$ cat src/rtl/igl_pkg.sv
// shared types and constants for the integer gcd / lcm unit
// holds field widths, request codes, controller states and the command/status structs
// no dependencies
`timescale 1ns / 1ps
`default_nettype none

package igl_pkg;

    localparam int MAG_BITS_DEF = 53;
    localparam int OPND_W       = 55;
    localparam int RES_W        = 63;
    localparam int S_TDATA_W    = 112;
    localparam int M_TDATA_W    = 64;

    localparam logic REQ_GCD = 1'b0;
    localparam logic REQ_LCM = 1'b1;

    typedef enum logic [2:0] {
        ST_IDLE,
        ST_GCD,
        ST_DIV,
        ST_MUL,
        ST_FIN
    } igl_state_t;

    typedef struct packed {
        logic load;
        logic gcd_step;
        logic gcd_fin;
        logic div_step;
        logic mul_step;
        logic out_load;
    } igl_cmd_t;

    typedef struct packed {
        logic gcd_done;
        logic lcm_path;
    } igl_sts_t;

endpackage

`default_nettype wire

$ cat src/rtl/igl_dp.sv
// datapath of the gcd / lcm unit: operand magnitudes, binary gcd, restoring divider,
// serial shift-add multiplier with saturation, and the output register
// depends on igl_pkg
`timescale 1ns / 1ps
`default_nettype none

module igl_dp #(
    parameter int MAG_BITS = igl_pkg::MAG_BITS_DEF
) (
    input  wire logic                           aclk,
    input  wire logic                           aresetn,
    input  wire igl_pkg::igl_cmd_t              cmd,
    output igl_pkg::igl_sts_t                   sts,
    input  wire logic [igl_pkg::S_TDATA_W-1:0]  s_tdata,
    input  wire logic                           s_tuser,
    output logic      [igl_pkg::M_TDATA_W-1:0]  m_tdata,
    output logic                                m_tuser
);

    localparam int MW    = MAG_BITS + 1;
    localparam int KW    = $clog2(MW);
    localparam int OW    = igl_pkg::OPND_W;
    localparam int RW    = igl_pkg::RES_W;
    localparam int CMPW  = (MW > OW) ? MW : OW;
    localparam logic [CMPW-1:0] MAG_LIMIT = CMPW'(1) << MAG_BITS;

    logic [OW-1:0]   raw_a;
    logic [OW-1:0]   raw_b;
    logic [OW-1:0]   abs_a;
    logic [OW-1:0]   abs_b;
    logic [CMPW-1:0] ext_a;
    logic [CMPW-1:0] ext_b;
    logic [CMPW-1:0] sat_a;
    logic [CMPW-1:0] sat_b;

    logic          lcm_reg,  lcm_next;
    logic [MW-1:0] ma_reg,   ma_next;
    logic [MW-1:0] mb_reg,   mb_next;
    logic [MW-1:0] x_reg,    x_next;
    logic [MW-1:0] y_reg,    y_next;
    logic [KW-1:0] k_reg,    k_next;
    logic [MW-1:0] g_reg,    g_next;
    logic [MW-1:0] rem_reg,  rem_next;
    logic [MW-1:0] quo_reg,  quo_next;
    logic [RW-1:0] acc_reg,  acc_next;
    logic          ovf_reg,  ovf_next;
    logic [RW-1:0] res_reg,  res_next;
    logic          rovf_reg, rovf_next;

    logic [MW:0]   xy_diff;
    logic [MW:0]   yx_diff;
    logic [MW-1:0] gcd_val;
    logic [MW:0]   div_shift;
    logic [MW:0]   div_trial;
    logic [RW+1:0] mul_sum;
    logic [RW+1:0] mul_addend;

    // operand magnitudes, most negative input included, clamped to 2^MAG_BITS
    assign raw_a = s_tdata[OW-1:0];
    assign raw_b = s_tdata[2*OW-1:OW];
    assign abs_a = raw_a[OW-1] ? (~raw_a + OW'(1)) : raw_a;
    assign abs_b = raw_b[OW-1] ? (~raw_b + OW'(1)) : raw_b;
    assign ext_a = CMPW'(abs_a);
    assign ext_b = CMPW'(abs_b);
    assign sat_a = (ext_a > MAG_LIMIT) ? MAG_LIMIT : ext_a;
    assign sat_b = (ext_b > MAG_LIMIT) ? MAG_LIMIT : ext_b;

    assign xy_diff    = {1'b0, x_reg} - {1'b0, y_reg};
    assign yx_diff    = {1'b0, y_reg} - {1'b0, x_reg};
    assign gcd_val    = (x_reg | y_reg) << k_reg;
    assign div_shift  = {rem_reg, quo_reg[MW-1]};
    assign div_trial  = div_shift - {1'b0, g_reg};
    assign mul_addend = quo_reg[MW-1] ? (RW+2)'(mb_reg) : '0;
    assign mul_sum    = {1'b0, acc_reg, 1'b0} + mul_addend;

    assign sts.gcd_done = (x_reg == '0) || (y_reg == '0);
    assign sts.lcm_path = (lcm_reg == igl_pkg::REQ_LCM) && (ma_reg != '0) && (mb_reg != '0);

    always_comb begin
        lcm_next  = lcm_reg;
        ma_next   = ma_reg;
        mb_next   = mb_reg;
        x_next    = x_reg;
        y_next    = y_reg;
        k_next    = k_reg;
        g_next    = g_reg;
        rem_next  = rem_reg;
        quo_next  = quo_reg;
        acc_next  = acc_reg;
        ovf_next  = ovf_reg;
        res_next  = res_reg;
        rovf_next = rovf_reg;

        if (cmd.load) begin
            lcm_next = s_tuser;
            ma_next  = sat_a[MW-1:0];
            mb_next  = sat_b[MW-1:0];
            x_next   = sat_a[MW-1:0];
            y_next   = sat_b[MW-1:0];
            k_next   = '0;
        end

        // binary gcd: one shift or one subtract-and-shift per step
        if (cmd.gcd_step) begin
            if (!x_reg[0] && !y_reg[0]) begin
                x_next = x_reg >> 1;
                y_next = y_reg >> 1;
                k_next = k_reg + KW'(1);
            end else if (!x_reg[0]) begin
                x_next = x_reg >> 1;
            end else if (!y_reg[0]) begin
                y_next = y_reg >> 1;
            end else if (!xy_diff[MW]) begin
                x_next = xy_diff[MW-1:0] >> 1;
            end else begin
                y_next = yx_diff[MW-1:0] >> 1;
            end
        end

        if (cmd.gcd_fin) begin
            g_next   = gcd_val;
            quo_next = ma_reg;
            rem_next = '0;
            acc_next = '0;
            ovf_next = 1'b0;
        end

        // restoring division of |a| by the gcd, one quotient bit per step
        if (cmd.div_step) begin
            if (!div_trial[MW]) begin
                rem_next = div_trial[MW-1:0];
                quo_next = {quo_reg[MW-2:0], 1'b1};
            end else begin
                rem_next = div_shift[MW-1:0];
                quo_next = {quo_reg[MW-2:0], 1'b0};
            end
        end

        // msb-first shift-add; partial products only grow, so overflow is sticky
        if (cmd.mul_step) begin
            quo_next = {quo_reg[MW-2:0], 1'b0};
            acc_next = mul_sum[RW-1:0];
            ovf_next = ovf_reg | (mul_sum[RW+1:RW] != 2'b00);
        end

        if (cmd.out_load) begin
            if (lcm_reg == igl_pkg::REQ_GCD) begin
                res_next  = RW'(g_reg);
                rovf_next = 1'b0;
            end else if (sts.lcm_path) begin
                res_next  = ovf_reg ? '1 : acc_reg;
                rovf_next = ovf_reg;
            end else begin
                res_next  = '0;
                rovf_next = 1'b0;
            end
        end
    end

    always_ff @(posedge aclk) begin
        lcm_reg  <= lcm_next;
        ma_reg   <= ma_next;
        mb_reg   <= mb_next;
        x_reg    <= x_next;
        y_reg    <= y_next;
        k_reg    <= k_next;
        g_reg    <= g_next;
        rem_reg  <= rem_next;
        quo_reg  <= quo_next;
        acc_reg  <= acc_next;
        ovf_reg  <= ovf_next;
        res_reg  <= res_next;
        rovf_reg <= rovf_next;
    end

    assign m_tdata = {{(igl_pkg::M_TDATA_W - RW){1'b0}}, res_reg};
    assign m_tuser = rovf_reg;

    // gcd steps never grow either operand
    assert property (@(posedge aclk) disable iff (!aresetn)
        cmd.gcd_step |=> (x_reg <= $past(x_reg)) && (y_reg <= $past(y_reg)))
        else $error("gcd step increased an operand");

    // the divider only runs on a nonzero gcd
    assert property (@(posedge aclk) disable iff (!aresetn)
        cmd.div_step |-> (g_reg != '0))
        else $error("division by zero gcd");

endmodule

`default_nettype wire

$ cat src/rtl/igl_ctrl.sv
// controller of the gcd / lcm unit: sequences load, gcd, divide, multiply and output
// owns the input ready, the output valid and the step counter
// depends on igl_pkg
`timescale 1ns / 1ps
`default_nettype none

module igl_ctrl #(
    parameter int MAG_BITS = igl_pkg::MAG_BITS_DEF
) (
    input  wire logic               aclk,
    input  wire logic               aresetn,
    input  wire logic               s_tvalid,
    output logic                    s_tready,
    output logic                    m_tvalid,
    input  wire logic               m_tready,
    input  wire igl_pkg::igl_sts_t  sts,
    output igl_pkg::igl_cmd_t       cmd
);

    localparam int MW    = MAG_BITS + 1;
    localparam int CNT_W = $clog2(MW);
    localparam logic [CNT_W-1:0] CNT_LAST = CNT_W'(MW - 1);

    igl_pkg::igl_state_t state_reg, state_next;
    logic [CNT_W-1:0]    cnt_reg,   cnt_next;
    logic                m_valid_reg, m_valid_next;

    always_comb begin
        state_next = state_reg;
        case (state_reg)
            igl_pkg::ST_IDLE: begin
                if (s_tvalid) state_next = igl_pkg::ST_GCD;
            end
            igl_pkg::ST_GCD: begin
                if (sts.gcd_done) state_next = sts.lcm_path ? igl_pkg::ST_DIV : igl_pkg::ST_FIN;
            end
            igl_pkg::ST_DIV: begin
                if (cnt_reg == CNT_LAST) state_next = igl_pkg::ST_MUL;
            end
            igl_pkg::ST_MUL: begin
                if (cnt_reg == CNT_LAST) state_next = igl_pkg::ST_FIN;
            end
            igl_pkg::ST_FIN: begin
                if (!m_valid_reg || m_tready) state_next = igl_pkg::ST_IDLE;
            end
            default: begin
                state_next = igl_pkg::ST_IDLE;
            end
        endcase
    end

    always_comb begin
        cmd      = '0;
        s_tready = 1'b0;
        cnt_next = cnt_reg;
        case (state_reg)
            igl_pkg::ST_IDLE: begin
                s_tready = 1'b1;
                cmd.load = s_tvalid;
            end
            igl_pkg::ST_GCD: begin
                if (sts.gcd_done) begin
                    cmd.gcd_fin = 1'b1;
                    cnt_next    = '0;
                end else begin
                    cmd.gcd_step = 1'b1;
                end
            end
            igl_pkg::ST_DIV: begin
                cmd.div_step = 1'b1;
                cnt_next     = (cnt_reg == CNT_LAST) ? '0 : cnt_reg + CNT_W'(1);
            end
            igl_pkg::ST_MUL: begin
                cmd.mul_step = 1'b1;
                cnt_next     = cnt_reg + CNT_W'(1);
            end
            igl_pkg::ST_FIN: begin
                // result moves into the output register once it is free
                cmd.out_load = !m_valid_reg || m_tready;
            end
            default: begin
                cmd = '0;
            end
        endcase
    end

    assign m_valid_next = cmd.out_load | (m_valid_reg & ~m_tready);
    assign m_tvalid     = m_valid_reg;

    always_ff @(posedge aclk) begin
        if (!aresetn) begin
            state_reg   <= igl_pkg::ST_IDLE;
            cnt_reg     <= '0;
            m_valid_reg <= 1'b0;
        end else begin
            state_reg   <= state_next;
            cnt_reg     <= cnt_next;
            m_valid_reg <= m_valid_next;
        end
    end

    assert property (@(posedge aclk) disable iff (!aresetn)
        (s_tvalid && s_tready) |=> (state_reg == igl_pkg::ST_GCD))
        else $error("accepted item did not start the gcd");

    assert property (@(posedge aclk) disable iff (!aresetn)
        (state_reg == igl_pkg::ST_DIV && cnt_reg == CNT_LAST) |=>
        (state_reg == igl_pkg::ST_MUL && cnt_reg == '0))
        else $error("divide did not hand over to multiply");

    assert property (@(posedge aclk) disable iff (!aresetn)
        $rose(m_tvalid) |-> ($past(state_reg) == igl_pkg::ST_FIN))
        else $error("result shown without finishing an item");

endmodule

`default_nettype wire

$ cat src/rtl/integer_gcd_lcm_unit.sv
// usage:
//   input item: s_tdata = operand_a [54:0], operand_b [109:55], zero pad [111:110];
//   s_tuser = req_type (0 gcd, 1 lcm). taken when s_tvalid and s_tready are high.
//   result item: m_tdata = result_value [62:0], zero pad [63]; m_tuser = overflow.
//   one result per item, in order.
// sequencing:
//   one item at a time; s_tready is high only while the unit is idle.
//   the binary gcd runs one shift or subtract per cycle, none when an operand is zero.
//   lcm then adds a restoring divide and a shift-add multiply.
// stall: the result sits in an output register, so the next item is taken while it
//   waits; the unit holds at the end of that next item until the register frees.
// reset: aresetn synchronous, active low; clears control state, no item in flight.
// lcm above 2^63-1 gives 2^63-1 with overflow set.
// depends on igl_pkg, igl_ctrl, igl_dp
`timescale 1ns / 1ps
`default_nettype none

module integer_gcd_lcm_unit #(
    parameter int MAG_BITS = igl_pkg::MAG_BITS_DEF
) (
    input  wire logic                           aclk,
    input  wire logic                           aresetn,
    input  wire logic                           s_tvalid,
    output logic                                s_tready,
    input  wire logic [igl_pkg::S_TDATA_W-1:0]  s_tdata,   // operand_a, operand_b
    input  wire logic                           s_tuser,   // req_type
    output logic                                m_tvalid,
    input  wire logic                           m_tready,
    output logic      [igl_pkg::M_TDATA_W-1:0]  m_tdata,   // result_value
    output logic                                m_tuser    // overflow
);

    igl_pkg::igl_cmd_t cmd;
    igl_pkg::igl_sts_t sts;

    igl_ctrl #(
        .MAG_BITS (MAG_BITS)
    ) u_ctrl (
        .aclk     (aclk),
        .aresetn  (aresetn),
        .s_tvalid (s_tvalid),
        .s_tready (s_tready),
        .m_tvalid (m_tvalid),
        .m_tready (m_tready),
        .sts      (sts),
        .cmd      (cmd)
    );

    igl_dp #(
        .MAG_BITS (MAG_BITS)
    ) u_dp (
        .aclk     (aclk),
        .aresetn  (aresetn),
        .cmd      (cmd),
        .sts      (sts),
        .s_tdata  (s_tdata),
        .s_tuser  (s_tuser),
        .m_tdata  (m_tdata),
        .m_tuser  (m_tuser)
    );

endmodule

`default_nettype wire
$ cat config.mk
export PLATFORM = sky130hd
export DESIGN_NAME = integer_gcd_lcm_unit
export DESIGN_NICKNAME = d
export VERILOG_FILES = /design/src/rtl/igl_pkg.sv /design/src/rtl/igl_dp.sv /design/src/rtl/igl_ctrl.sv /design/src/rtl/integer_gcd_lcm_unit.sv
export SDC_FILE = /design/constraint.sdc
export NUM_CORES = 2
export LEC_CHECK = 0
export ABC_AREA = 1
export BUFFER_PORTS_ARGS = -buffer_cell sky130_fd_sc_hd__buf_2
export CAP_MARGIN = 30
export CORE_MARGIN = 2
export CORE_UTILIZATION = 40
export CTS_BUF_LIST = sky130_fd_sc_hd__clkbuf_16
export DETAILED_ROUTE_END_ITERATION = 10
export PLACE_DENSITY = 0.68
export SLEW_MARGIN = 30
export SYNTH_ARGS = -nofsm -noshare
export SYNTH_HDL_FRONTEND = slang
export SYNTH_HIERARCHICAL = 1
export SYNTH_SLANG_ARGS = --single-unit
$ cat constraint.sdc
create_clock -name aclk -period 12.4 [get_ports aclk]
set_clock_uncertainty 0.15 [all_clocks]
set_input_delay 1.86 -clock aclk [delete_from_list [all_inputs] [get_ports aclk]]
set_output_delay 1.86 -clock aclk [all_outputs]
set_load 0.03 [all_outputs]
# [Yosys cells after proc, flatten, opt, wreduce, memory -nomap -nowiden]
# Index checks and enable logic that the tools add are counted.
[totals] register_bits=523 inputBits=117 out_inout_bits=67 word_cells=119
[op_classes] add_sub_neg=8 n_lt_le_gt_ge=2 n_eq_ne=10 n_shift=1 n_mux=52 bitwise_logic=7 n_reduce_logical=21
[ops] operator="54-bit two-way mux" n=23
[ops] operator="63-bit two-way mux" n=3
[ops] operator="55-bit by 1-bit adder with 55-bit output, second input constant" n=2
[ops] operator="55-bit by 54-bit greater-than comparator with 1-bit output, second input constant" n=2
[ops] operator="55-bit two-way mux" n=2
[ops] operator="55-bit NOT" n=2
[ops] operator="54-bit zero test" n=2
[ops] operator="54-bit nonzero test" n=2
[ops] operator="64-bit by 65-bit adder with 65-bit output" n=1
[ops] operator="54-bit by 54-bit subtractor with 55-bit output" n=1
[ops] operator="55-bit by 54-bit subtractor with 55-bit output" n=1
[ops] operator="54-bit OR" n=1
[ops] operator="54-bit by 6-bit left shift with 54-bit output" n=1
[ops] operator="54-bit subtractor" n=1
[ops] operator="6-bit two-way mux" n=5
[ops] operator="3-bit two-way mux" n=6
[ops] operator="6-bit one-hot mux with 3 select lines" n=1
[ops] operator="3-bit one-hot mux with 5 select lines" n=1
[ops] operator="6-bit by 1-bit adder with 6-bit output, second input constant" n=2
[ops] operator="1-bit two-way mux" n=10
[ops] operator="3-bit by 2-bit equality test with 1-bit output, second input constant" n=2
[ops] operator="6-bit equality test, second input constant" n=1
[ops] operator="2-bit by 1-bit != test with 1-bit output, second input constant" n=3
[ops] operator="2-bit nonzero test" n=3
[ops] operator="14 further kinds" n=23

# [Logic depth before layout (Yosys ltp)]
[logic_depth] word_depth=11 depth_mapped=22 mapped_depth_nobuf=21

# [By module]
# The synthesis kept the hierarchy.
[modules_own_cells] module="igl_dp" n_inst=1 cells_each=6502 area_per_inst_um2=44262.5
[modules_own_cells] module="igl_ctrl" n_inst=1 cells_each=101 area_per_inst_um2=646.9

# [Worst setup path after synthesis]
# Ideal clock, no wire load.
[synth_timing] path_kind="input to register" startpoint="input s_tvalid" endpoint="register u_dp.y_reg[53]" setup_time_ps=116 arrival_time_ps=10451 required_ps=12134 setup_slack_ps=1682 stages=8 path_buffers=3 cell_sequence="inv_1 > nor3_1 > clkbuf_1 > inv_2 > clkbuf_1 > clkbuf_1 > o211ai_1 > inv_1"
[synth_rtl] item="from (decl)" line_no="integer_gcd_lcm_unit.sv:23" source="input wire logic s_tvalid,"
[synth_rtl] item="to (signal assigned)" line_no="igl_dp.sv:165" source="y_reg <= y_next;"
[synth_rtl] item="to (decl)" line_no="igl_dp.sv:40" source="logic [MW-1:0] y_reg, y_next;"

==> impl_metrics.py <==
metrics = {
    "run_status": {
        "status": "complete, no violations",
    },
    "setup_path": {
        "start_kind": "flip-flop",
        "critPathMostFrequentCell": "nand2_1",
        "crit_arrival_ps": 5560,
        "critPathTopFamily": "simple AND/OR/NAND/NOR gates",
        "path_cells": "nor4_1 > nand4_1 > nor4_1 > nand2_1 > o21ai_0 > inv_1 > nand3_1 > clkinv_2 > buf_4 > inv_1 > a21oi_4 > buf_4 > a21oi_1 > nand2_1 > nand2_1",
        "worst_path_largest_cell_delay_ps": 680,
        "endpoint_kind": "flip-flop",
        "critPathKind": "reg -> reg",
        "crit_path_max_fanout": 54,
        "critPathRequiredTime_ps": 12860,
        "critPathBufInv": 5,
        "slowest_stage": "nor4_1",
    },
    "clocking": {
        "cts.sinks": 523,
        "cts_resized": 0,
        "post_cts_buffers": 0,
        "hold_buffers": 0,
        "cts_max_path_buffers": 3,
        "cts_tree": "done",
        "root_buffer": "clkbuf_16",
        "clk_latency_ps": 720,
        "cts_buffers": 61,
        "htree_num_levels": 2,
        "path_clk_slew_ps": 60,
    },
    "layout": {
        "fin_util_pct": 44.3,
        "diodes": 0,
        "syn_to_final_growth_pct": 9.45,
        "final_common_cell": "nand2_1",
        "design_area_um2": 49200,
        "drive_gt1_share_pct": 7.14,
        "finalNonFillerCells": 8213,
        "nets": 7064,
        "layout_common_cells": "nand2_1, inv_1, nor2_1",
    },
    "floorplanning": {
        "start_util_pct": 40.5,
        "fp.dieH_um": 339,
        "fp.dieW_um": 339,
        "core_area_um2": 111000,
        "io_pins": 184,
        "die-area_um2": 115000,
        "rows": 122,
    },
    "global_routing": {
        "grt_use_total_pct": 29.6,
        "grt_overflow": 0,
        "antenna_found_initial": 1,
        "grt_pass1_vias": 41800,
        "grt_max_degree": 139,
        "grt_pass1_wl_um": 260000,
    },
    "synthesis": {
        "async_flop_share_pct": 0,
        "syn_avg_cell_area_um2": 6.80,
        "synth-main-ff-cell": "edfxtp_1",
        "yosysWarnings": 6,
        "synth_top_area_share_pct": 26.6,
        "syn-instance-count": 6603,
        "synth_nets": 6995,
        "ys_seq_elements": 523,
        "ys_types": 60,
        "synth_edf_count": 398,
        "seq_area_frac_synth_pct": 32.2,
        "yosysTopAreaCell": "edfxtp_1",
        "ys_top_cells_by_area": "edfxtp_1, nand2_1, inv_1, ha_1, o21ai_0",
        "syn_area_um2": 44900,
    },
    "power_and_ir_drop": {
        "swShare_pct": 54.5,
        "p_int_uw": 6090,
        "peakVddDrop_mv": 0.135,
        "power.share.clock_pct": 14.1,
        "power.switching_uw": 7300,
        "combPwrFrac_pct": 64.2,
        "seqPwrFrac_pct": 21.7,
        "leakagePower_uw": 0.0229,
        "power_density_nw_per_um2": 272,
    },
    "timing": {
        "worst_pin_slew_ps": 998,
        "fin_setup_tns_ps": 0,
        "setup-violations-final": 0,
        "relSlewSlack_pct": 33.4,
        "post-route-period-util_pct": 41.1,
        "worst_slack_ps": 7300,
        "maxSlewViolCount": 0,
        "finalCriticalPeriod_ps": 5100,
        "rsz0062_at_grt": "no",
        "max_freq_mhz": 196,
        "hold_violations": 0,
    },
    "job": {
        "maxCapViolCount": 0,
    },
    "drt": {
        "antenna_left": 0,
        "via_per_inst": 5.47,
        "vias": 44900,
        "dr.first_iter.drc_count": 4578,
        "drc_errors": 0,
        "firstDrtPassIters": 6,
        "wl_um": 177000,
        "wire_per_inst_um": 21.5,
    },
    "placement": {
        "place_area_um2": 47100,
        "dp_slack_ps": 6700,
        "gp_routability_congestion": 1.05,
        "dp.cells": 8096,
        "io_buffers": 180,
        "hpwl_um": 143000,
    },
    "min_path": {
        "hold_path.class": "reg -> reg",
    },
}
[power by group through the flow]
stage	combinational [uW]	clock [uW]	sequential [uW]
final	8590	1890	2910
after global routing	9260	1980	2960
after CTS	8330	1910	2900
after detailed placement	8280	0	2930
after global placement	8270	0	2920
after floorplan	5460	0	2920
[area by class of cell]
cell class,count,area (um^2)
well taps,1488,1860
clock inverters,54,503
inverters,1008,3790
multi-input cells,4856,25700
repair buffers,222,1250
flip-flops and latches,523,14500
fillers,11700,61800
clock buffers,62,1550
[Yosys cell counts (8+ instances only)]
master	instances
a211oi_1	8
a21boi_0	25
a21o_1	29
a21oi_1	528
a221oi_1	10
a22oi_1	11
a31oi_1	31
and3_1	8
buf_1	23
buf_2	35
clkbuf_1	145
dfxtp_1	125
edfxtp_1	398
ha_1	271
inv_1	994
inv_2	12
mux2_2	27
mux2i_1	44
nand2_1	1627
nand2_2	62
nand3_1	270
nand3b_1	20
nand4_1	75
nor2_1	671
nor2_2	13
nor3_1	43
nor4_1	50
o211ai_1	25
o21a_1	31
o21ai_0	601
o21bai_1	44
o22ai_1	90
or2_2	12
xnor2_1	28
xor2_1	149
[cells by family after synthesis]
family | count (synthesis) | synth area share, %
compound gates | 1464 | 17.9
xor+xnor | 177 | 3.45
fa+ha+maj | 275 | 7.73
buf+inv | 1224 | 10.6
flops | 523 | 32.2
mux | 71 | 1.66
other cells | 1 | 0.00835
simple gates | 2868 | 26.4
[tightest hold or removal path: cells and delay by family, from the launching register on]
kind               cells  cell delay (ps)
AOI/OAI and AO/OA      1               50
DFF                    1              320
and+or+nand+nor        1               80
[layer usage]
metal | GRT usage (%) | share of wire (%)
met1 | 39.1 | 43
met3 | 3.99 | 7.1
met5 | 0 | 0
met2 | 48.0 | 45
met4 | 13.8 | 5.3
[metrics by stage]
stage / power, uW / hold WS, ps
after CTS: 13100 / 347
after detailed placement: 11200 / 336
final: 13400 / 345
after floorplan: 8380 / 293
after global routing: 14200 / 373
after global placement: 11200 / 334
[final timing paths]
check,from,endpoint,slack (ps),cells past startpoint
max,u_dp/y_reg[30],u_dp/x_reg[40],7300,15
max reg2reg,u_dp/y_reg[30],u_dp/x_reg[40],7300,15
min,u_ctrl/cnt_reg[3],u_ctrl/cnt_reg[3],350,2
min reg2reg,u_ctrl/cnt_reg[3],u_ctrl/cnt_reg[3],350,2
No activity file was read; power rests on OpenSTA's default activity.
